[src/hdl/lgal_pkg.sv]
package lgal_pkg;

    localparam int unsigned MAX_POPS_DEF    = 16;
    localparam int unsigned MAX_ALLELES_DEF = 64;
    localparam int unsigned MAX_SAMPLES_DEF = 4096;

    localparam int unsigned THETA_W   = 24;
    localparam int unsigned TERM_W    = 22;
    localparam int unsigned TOTAL_W   = 34;
    localparam int unsigned SUM_W     = 35;
    localparam int unsigned LN_W      = 25;
    localparam int unsigned MANT_W    = 31;
    localparam int unsigned FRAC_W    = 20;
    localparam int unsigned EXP_W     = 7;
    localparam int unsigned POP_IN_W  = 4;
    localparam int unsigned AL_IN_W   = 6;

    localparam logic [THETA_W-1:0] THETA_RESET = 24'd65536;
    localparam logic [31:0]        LN2_Q32     = 32'd2977044472;

    typedef struct packed {
        logic is_global;
        logic first;
        logic last;
    } t_flags;

endpackage

[src/hdl/lgal_front.sv]
module lgal_front
    import lgal_pkg::*;
#(
    parameter int unsigned MAX_POPS    = MAX_POPS_DEF,
    parameter int unsigned MAX_ALLELES = MAX_ALLELES_DEF,
    parameter int unsigned PW = (MAX_POPS > 1) ? $clog2(MAX_POPS) : 1,
    parameter int unsigned AW = $clog2(MAX_ALLELES),
    parameter int unsigned LW = $clog2(MAX_POPS * MAX_ALLELES)
) (
    input  logic                i_clk,
    input  logic                i_rst_n,
    input  logic                i_valid,
    output logic                o_ready,
    input  logic [POP_IN_W-1:0] i_population,
    input  logic [AL_IN_W-1:0]  i_allele,
    input  logic                i_is_global,
    input  logic                i_first_item,
    input  logic                i_last_item,
    input  logic                i_enable,
    output logic                o_q_valid,
    input  logic                i_q_pop,
    output logic [PW-1:0]       o_q_pop_idx,
    output logic [AW-1:0]       o_q_al_idx,
    output logic [LW-1:0]       o_q_loc_idx,
    output t_flags              o_q_flags
);

    localparam int unsigned QW = PW + AW + LW + 3;

    logic [PW-1:0] pop_tab [2**POP_IN_W];
    logic [AW-1:0] al_tab  [2**AL_IN_W];

    for (genvar g = 0; g < 2**POP_IN_W; g++) begin : g_pt
        localparam int unsigned V = g % MAX_POPS;
        assign pop_tab[g] = PW'(V);
    end
    for (genvar g = 0; g < 2**AL_IN_W; g++) begin : g_at
        localparam int unsigned V = g % MAX_ALLELES;
        assign al_tab[g] = AW'(V);
    end

    logic [PW-1:0] pop_idx;
    logic [AW-1:0] al_idx;
    logic [LW-1:0] loc_idx;
    logic [QW-1:0] q_din;
    logic [QW-1:0] r_q [2];
    logic          r_wp;
    logic          r_rp;
    logic [1:0]    r_cnt;
    logic          push;
    logic [QW-1:0] q_head;

    assign pop_idx = pop_tab[i_population];
    assign al_idx  = al_tab[i_allele];
    assign loc_idx = LW'(pop_idx * MAX_ALLELES) + LW'(al_idx);
    assign q_din   = {pop_idx, al_idx, loc_idx, i_is_global, i_first_item, i_last_item};

    assign o_ready   = i_enable && (r_cnt != 2'd2);
    assign push      = i_valid && o_ready;
    assign o_q_valid = (r_cnt != 2'd0);
    assign q_head    = r_q[r_rp];
    assign {o_q_pop_idx, o_q_al_idx, o_q_loc_idx, o_q_flags} = q_head;

    always_ff @(posedge i_clk) begin
        if (push) begin
            r_q[r_wp] <= q_din;
        end
    end

    always_ff @(posedge i_clk) begin
        if (!i_rst_n) begin
            r_wp  <= 1'b0;
            r_rp  <= 1'b0;
            r_cnt <= 2'd0;
        end else begin
            if (push) begin
                r_wp <= ~r_wp;
            end
            if (i_q_pop) begin
                r_rp <= ~r_rp;
            end
            r_cnt <= r_cnt + 2'(push) - 2'(i_q_pop);
        end
    end

endmodule

[config.mk]
export PLATFORM = sky130hd
export DESIGN_NAME = lgal_front
export DESIGN_NICKNAME = d
export VERILOG_FILES = /design/src/hdl/lgal_pkg.sv /design/src/hdl/lgal_front.sv
export SDC_FILE = /design/constraint.sdc
export NUM_CORES = 1
export LEC_CHECK = 0
export BUFFER_PORTS_ARGS = -buffer_cell sky130_fd_sc_hd__buf_2
export CAP_MARGIN = 5
export CORE_MARGIN = 2
export CORE_UTILIZATION = 50
export CTS_CLUSTER_DIAMETER = 150
export DETAILED_ROUTE_END_ITERATION = 7
export PLACE_DENSITY_LB_ADDON = 0.3
export SYNTH_ARGS = -nofsm -noshare
export SYNTH_HDL_FRONTEND = slang
export SYNTH_SLANG_ARGS = --single-unit
[constraint.sdc]
create_clock -name i_clk -period 2.59 [get_ports i_clk]
set_clock_uncertainty 0.15 [all_clocks]
set_input_delay 0.777 -clock i_clk [delete_from_list [all_inputs] [get_ports i_clk]]
set_output_delay 0.777 -clock i_clk [all_outputs]
set_load 0.01 [all_outputs]
# [Word-level counts from Yosys, hierarchy flattened]
# Memories as Yosys holds them, arrays and structs flattened. A register that Yosys moved wholly into a read port is not among the register bits.
# Cells that the tools add are included.
[classes] n_lt_le_gt_ge=2 bitwise_logic=4 n_eq_ne=1 n_mux=8 add_sub_neg=3 n_reduce_logical=3
[ops] op="$mux W6" n=2
[ops] op="$add A10 B6 Y10" n=1
[ops] op="$mux W4" n=2
[ops] op="$ge A7 B7 Y1 const B" n=1
[ops] op="$not A6 Y7" n=1
[ops] op="$ge A5 B5 Y1 const B" n=1
[ops] op="$not A4 Y5" n=1
[ops] op="$mux W1" n=4
[ops] op="$add A2 B1 Y2" n=1
[ops] op="$logic_and A1 B1 Y1" n=2
[ops] op="$ne A2 B2 Y1 const B" n=1
[ops] op="$not A1 Y1" n=2
[ops] op="$reduce_bool A2 Y1" n=1
[ops] op="$sub A2 B1 Y2" n=1
[word_totals] elab_cells=27 reg_bits=4 memories=3 out_inout_bits=25 romBits=448 ram_bits=46
[mem_list] memory="(name not given)" depth=64 width=6 read_ports=1 rd_clocked_by_memory_dff=0 write_ports=0 line="lgal_front.sv:54" rtl="assign al_idx = al_tab[i_allele];"
[mem_list] memory="(name not given)" depth=16 width=4 read_ports=1 rd_clocked_by_memory_dff=0 write_ports=0 line="lgal_front.sv:53" rtl="assign pop_idx = pop_tab[i_population];"
[mem_list] memory="r_q" depth=2 width=23 read_ports=1 rd_clocked_by_memory_dff=1 write_ports=1 line="lgal_front.sv:46" rtl="logic [QW-1:0] r_q [2];"

# [Logic depth before layout (Yosys ltp)]
[depth] depth_word=5 ltp_mapped=8 depth_no_buf=8

# [Worst setup path before layout]
# OpenSTA, ideal clock, no wires.
[synth_timing] kind="in2reg" start="in i_valid" end="reg r_cnt[1]" setup_slack_ns=0.566 setup_ns=0.115 arrival_time_ns=1.759 cell_stages=7 path_buffers=0 cell_sequence="nand3_1 -> ha_1 -> inv_1 -> ha_1 -> xnor2_1 -> xnor2_1 -> and2_1"
[synth_via] elab_chain_len=3
[synth_rtl] item="from (decl)" line="lgal_front.sv:12" rtl="input logic i_valid,"
[synth_rtl] item="$logic_and A1 B1 Y1" line="lgal_front.sv:59" rtl="assign push = i_valid && o_ready;"
[synth_rtl] item="$add A2 B1 Y2" line="lgal_front.sv:82" rtl="r_cnt <= r_cnt + 2'(push) - 2'(i_q_pop);"
[synth_rtl] item="$sub A2 B1 Y2" line="lgal_front.sv:82"
[synth_rtl] item="to (signal assigned)" line="lgal_front.sv:82"
[synth_rtl] item="to (decl)" line="lgal_front.sv:49" rtl="logic [1:0] r_cnt;"
# Every way passes these cells.
# A chain may end at the register's enable or synchronous reset.

==> reports/metrics.json <==
{
  "synthesis": {
    "synth_area_leader_cell": "edfxtp_1",
    "ys_ff_latch": 31,
    "postSynthAreaPerCell_um2": 17.4,
    "postSynthNetCount": 94,
    "async_reset_ff_frac": 0,
    "number_of_instances_in_the_synthesized_netlist": 74,
    "commonest_cells_in_the_synthesized_netlist": "edfxtp_1, buf_4, mux2_4",
    "post_synth_num_cell_types": 18,
    "yosysWarnings": 0,
    "synth_edf_count": 26,
    "summed_instance_area_of_the_synthesized_netlist_um2": 1280,
    "synth_seq_area_share": 0.685,
    "synth_largest_type_area_fraction": 0.608,
    "synthMostInstantiatedCell": "edfxtp_1",
    "dominantRegCellSynth": "edfxtp_1",
    "yosys-top-cells-area": "edfxtp_1, mux2_4, dfxtp_1, buf_4, mux2_2"
  },
  "route": {
    "routed_wire_length_per_instance_um": 12.6,
    "drt-vias-per-instance": 4.68,
    "dr.pass1.iters": 4,
    "drt_wl_total_um": 1850,
    "drt_first_iter_violations": 5,
    "drtAntennaViolNets": 0,
    "route.detailed.drc": 0,
    "via_count": 688
  },
  "pwr": {
    "share_clk_of_total_power": 0.243,
    "total_power_uw": 1040,
    "max-vdd-ir-drop_v": 0.000528,
    "sequentialPowerShare": 0.572,
    "power.combinational.fraction": 0.185,
    "intPower_uw": 790,
    "total_leakage_power_uw": 0.000651,
    "power.density_cell_area_nw_per_um2": 683,
    "power_switching_share": 0.242,
    "net-switching-power_uw": 252
  },
  "layout": {
    "number_of_filler_instances_in_the_final_layout": 192,
    "area.sequential_um2": 881,
    "antenna-diode-count": 0,
    "area_overhead_vs_synth_pct": 18.7,
    "area_occupied_by_multi_input_gates_um2": 314,
    "layout.nets": 136,
    "share_of_cells_above_drive_strength_1": 0.556
  },
  "setup_path": {
    "cp.arrival_ns": 1.54,
    "crit_family": "flip-flops",
    "max_stage_delay_ns": 0.50,
    "path_cells": "buf_4 -> mux2_4 -> buf_2",
    "critical_path.max_fanout": 8,
    "worst-path-buf-inv": 2,
    "r2r-end": "r_cnt[1]",
    "rr_worst_depth": 8,
    "critical_path.endpoint_type": "primary output",
    "worst-setup-path-type": "reg2out",
    "cp-start-kind": "register",
    "critical_path.slowest_cell": "dfxtp_1",
    "ff2ff_setup_slack_ns": 0.81,
    "critical_path_required_ns": 1.66,
    "r2r_start": "r_cnt[0]"
  },
  "sta": {
    "actual_transition_at_the_worst_max_transition_pin_ns": 0.301,
    "hold_viol": 0,
    "fmaxAchievable_mhz": 405,
    "min_period_over_period": 0.954,
    "report.final.setup_viol": 0,
    "max_slew_margin": 0.799,
    "rsz0062_at_grt": "no",
    "period_minus_slack_ns": 2.47,
    "final_max_slew_viol_count": 0,
    "timing.setup.tns_ns": 0
  },
  "global_route": {
    "grt_remaining_overflow": 0,
    "antenna_found_initial": 0,
    "number_of_global_route_vias_before_repair": 627,
    "grt_start_max_net_pins": 10,
    "grt_first_pass_wirelength_um": 2640,
    "globalRouteTotalUtil": 0.139
  },
  "worst_hold_path": {
    "hold_start": "r_wp",
    "hold_path_end": "r_wp",
    "worstHoldPathType": "reg2reg",
    "whs_path_depth": 2
  },
  "clock_tree": {
    "cts_tree": "yes",
    "clkLatencyLatePin_ns": 0.32,
    "numClockSinks": 31,
    "ctsLongestPathBuffers": 2,
    "clock-root-buffer": "clkbuf_4",
    "cts-resized-gates": 0,
    "postCtsSetupRepairBufs": 0,
    "clk_pin_slew_ns": 0.08,
    "ctsHtreeMaxLevel": 2,
    "numCtsBuffers": 5,
    "hold_buffer_count_at_cts": 0
  },
  "run_status": {
    "run_status": "complete, no violations"
  },
  "place": {
    "routabilityCongestion": 0.560,
    "port_buffers": 42,
    "post-dp-hpwl_um": 1390
  },
  "die": {
    "die_width_um": 54.7,
    "placeableCoreArea_um2": 2450,
    "start_util": 0.523,
    "ios": 43,
    "fp-row-count": 18,
    "vertical_extent_of_the_die_um": 54.7,
    "die_area_um2": 2990
  },
  "flow_run": {
    "number_of_violations_of_the_max_capacitance_limit": 0
  }
}
layout by cell type, fill, tap and decap left out:
cell / synthesis / routed
nand2_1: 1 / 1
dfxtp_1: 5 / 5
edfxtp_1: 26 / 26
and2_1: 5 / 5
inv_1: 1 / 1
and3_1: 1 / 1
nand3_1: 1 / 1
mux2_4: 10 / 10
buf_2: 0 / 42
mux2i_1: 1 / 1
clkbuf_4: 0 / 5
nor2_1: 1 / 1
mux2_2: 3 / 3
nand2b_1: 2 / 2
buf_4: 10 / 4
xor2_1: 1 / 1
xnor2_1: 2 / 2
ha_1: 2 / 2
clkbuf_1: 0 / 3
or2_2: 1 / 1
sequential cells by signal, summed over array words and instances, names as in the netlist, named ones only:
signal / cells
r_q: 26
r_cnt: 2
r_rp: 1
r_wp: 1
through the flow:
stage / cell area (um^2) / hold WS, ns / utilization / std cells / worst slack (ns)
floorplan: 1280 / 0.305 / - / 74 / 0.566
global placement: 1480 / 0.321 / 0.601 / 139 / 0.457
detailed placement: 1480 / 0.366 / 0.601 / 139 / 0.397
CTS: 1530 / 0.378 / 0.621 / 147 / 0.0984
global route: 1530 / 0.397 / 0.621 / 147 / 0.0189
finish: 1530 / 0.365 / 0.621 / 147 / 0.119
tightest hold or removal path, stage by stage, from the launching register on:
cell and delay [ns]:
dfxtp_1 0.34, nand2_1 0.06, mux2i_1 0.06
per-layer routing:
metal,up-vias,track usage,share of wire
met1,311,0.144,0.37
met2,30,0.222,0.51
met5,-,0,0
li1,340,-,-
met4,0,0.0750,0.022
met3,7,0.0792,0.095
logic make-up (layout without fill, tap and decap cells):
kind of cell	after synthesis	count (layout)	synth area share
buffers and inverters	12	55	0.0701
adders and majority gates	2	2	0.0195
and+or+nand+nor	12	12	0.0535
DFF	31	31	0.685
xor gates and xnor gates	3	3	0.0205
muxes	14	14	0.151
power by group through the flow:
stage	combinational, uW	sequential, uW	clock, uW
after global placement	192	605	0
after global routing	215	599	286
final	193	596	253
after floorplan	145	601	0
after detailed placement	197	607	0
after CTS	197	596	265
area by class of cell:
| cell class | instances | share of cell area |
|---|---|---|
| Inverter | 1 | 0.00246 |
| Multi-Input combinational cell | 31 | 0.206 |
| Sequential cell | 31 | 0.578 |
| Clock buffer | 8 | 0.0320 |
| Timing Repair Buffer | 46 | 0.158 |
| Tap cell | 30 | 0.0246 |
worst max path at each step:
| stage | end | slack (ns) | from | depth (start not counted) |
|---|---|---|---|---|
| after floorplan | r_cnt[1] | 0.57 | i_valid | 7 |
| after global placement | r_cnt[1] | 0.46 | i_valid | 8 |
| after detailed placement | r_cnt[1] | 0.40 | i_valid | 8 |
| after CTS | o_q_loc_idx[0] | 0.1 | register | 3 |
| after global routing | o_q_al_idx[0] | 0.02 | register | 3 |
| final | o_q_loc_idx[0] | 0.12 | register | 3 |
No activity file was read; power rests on OpenSTA's default activity.
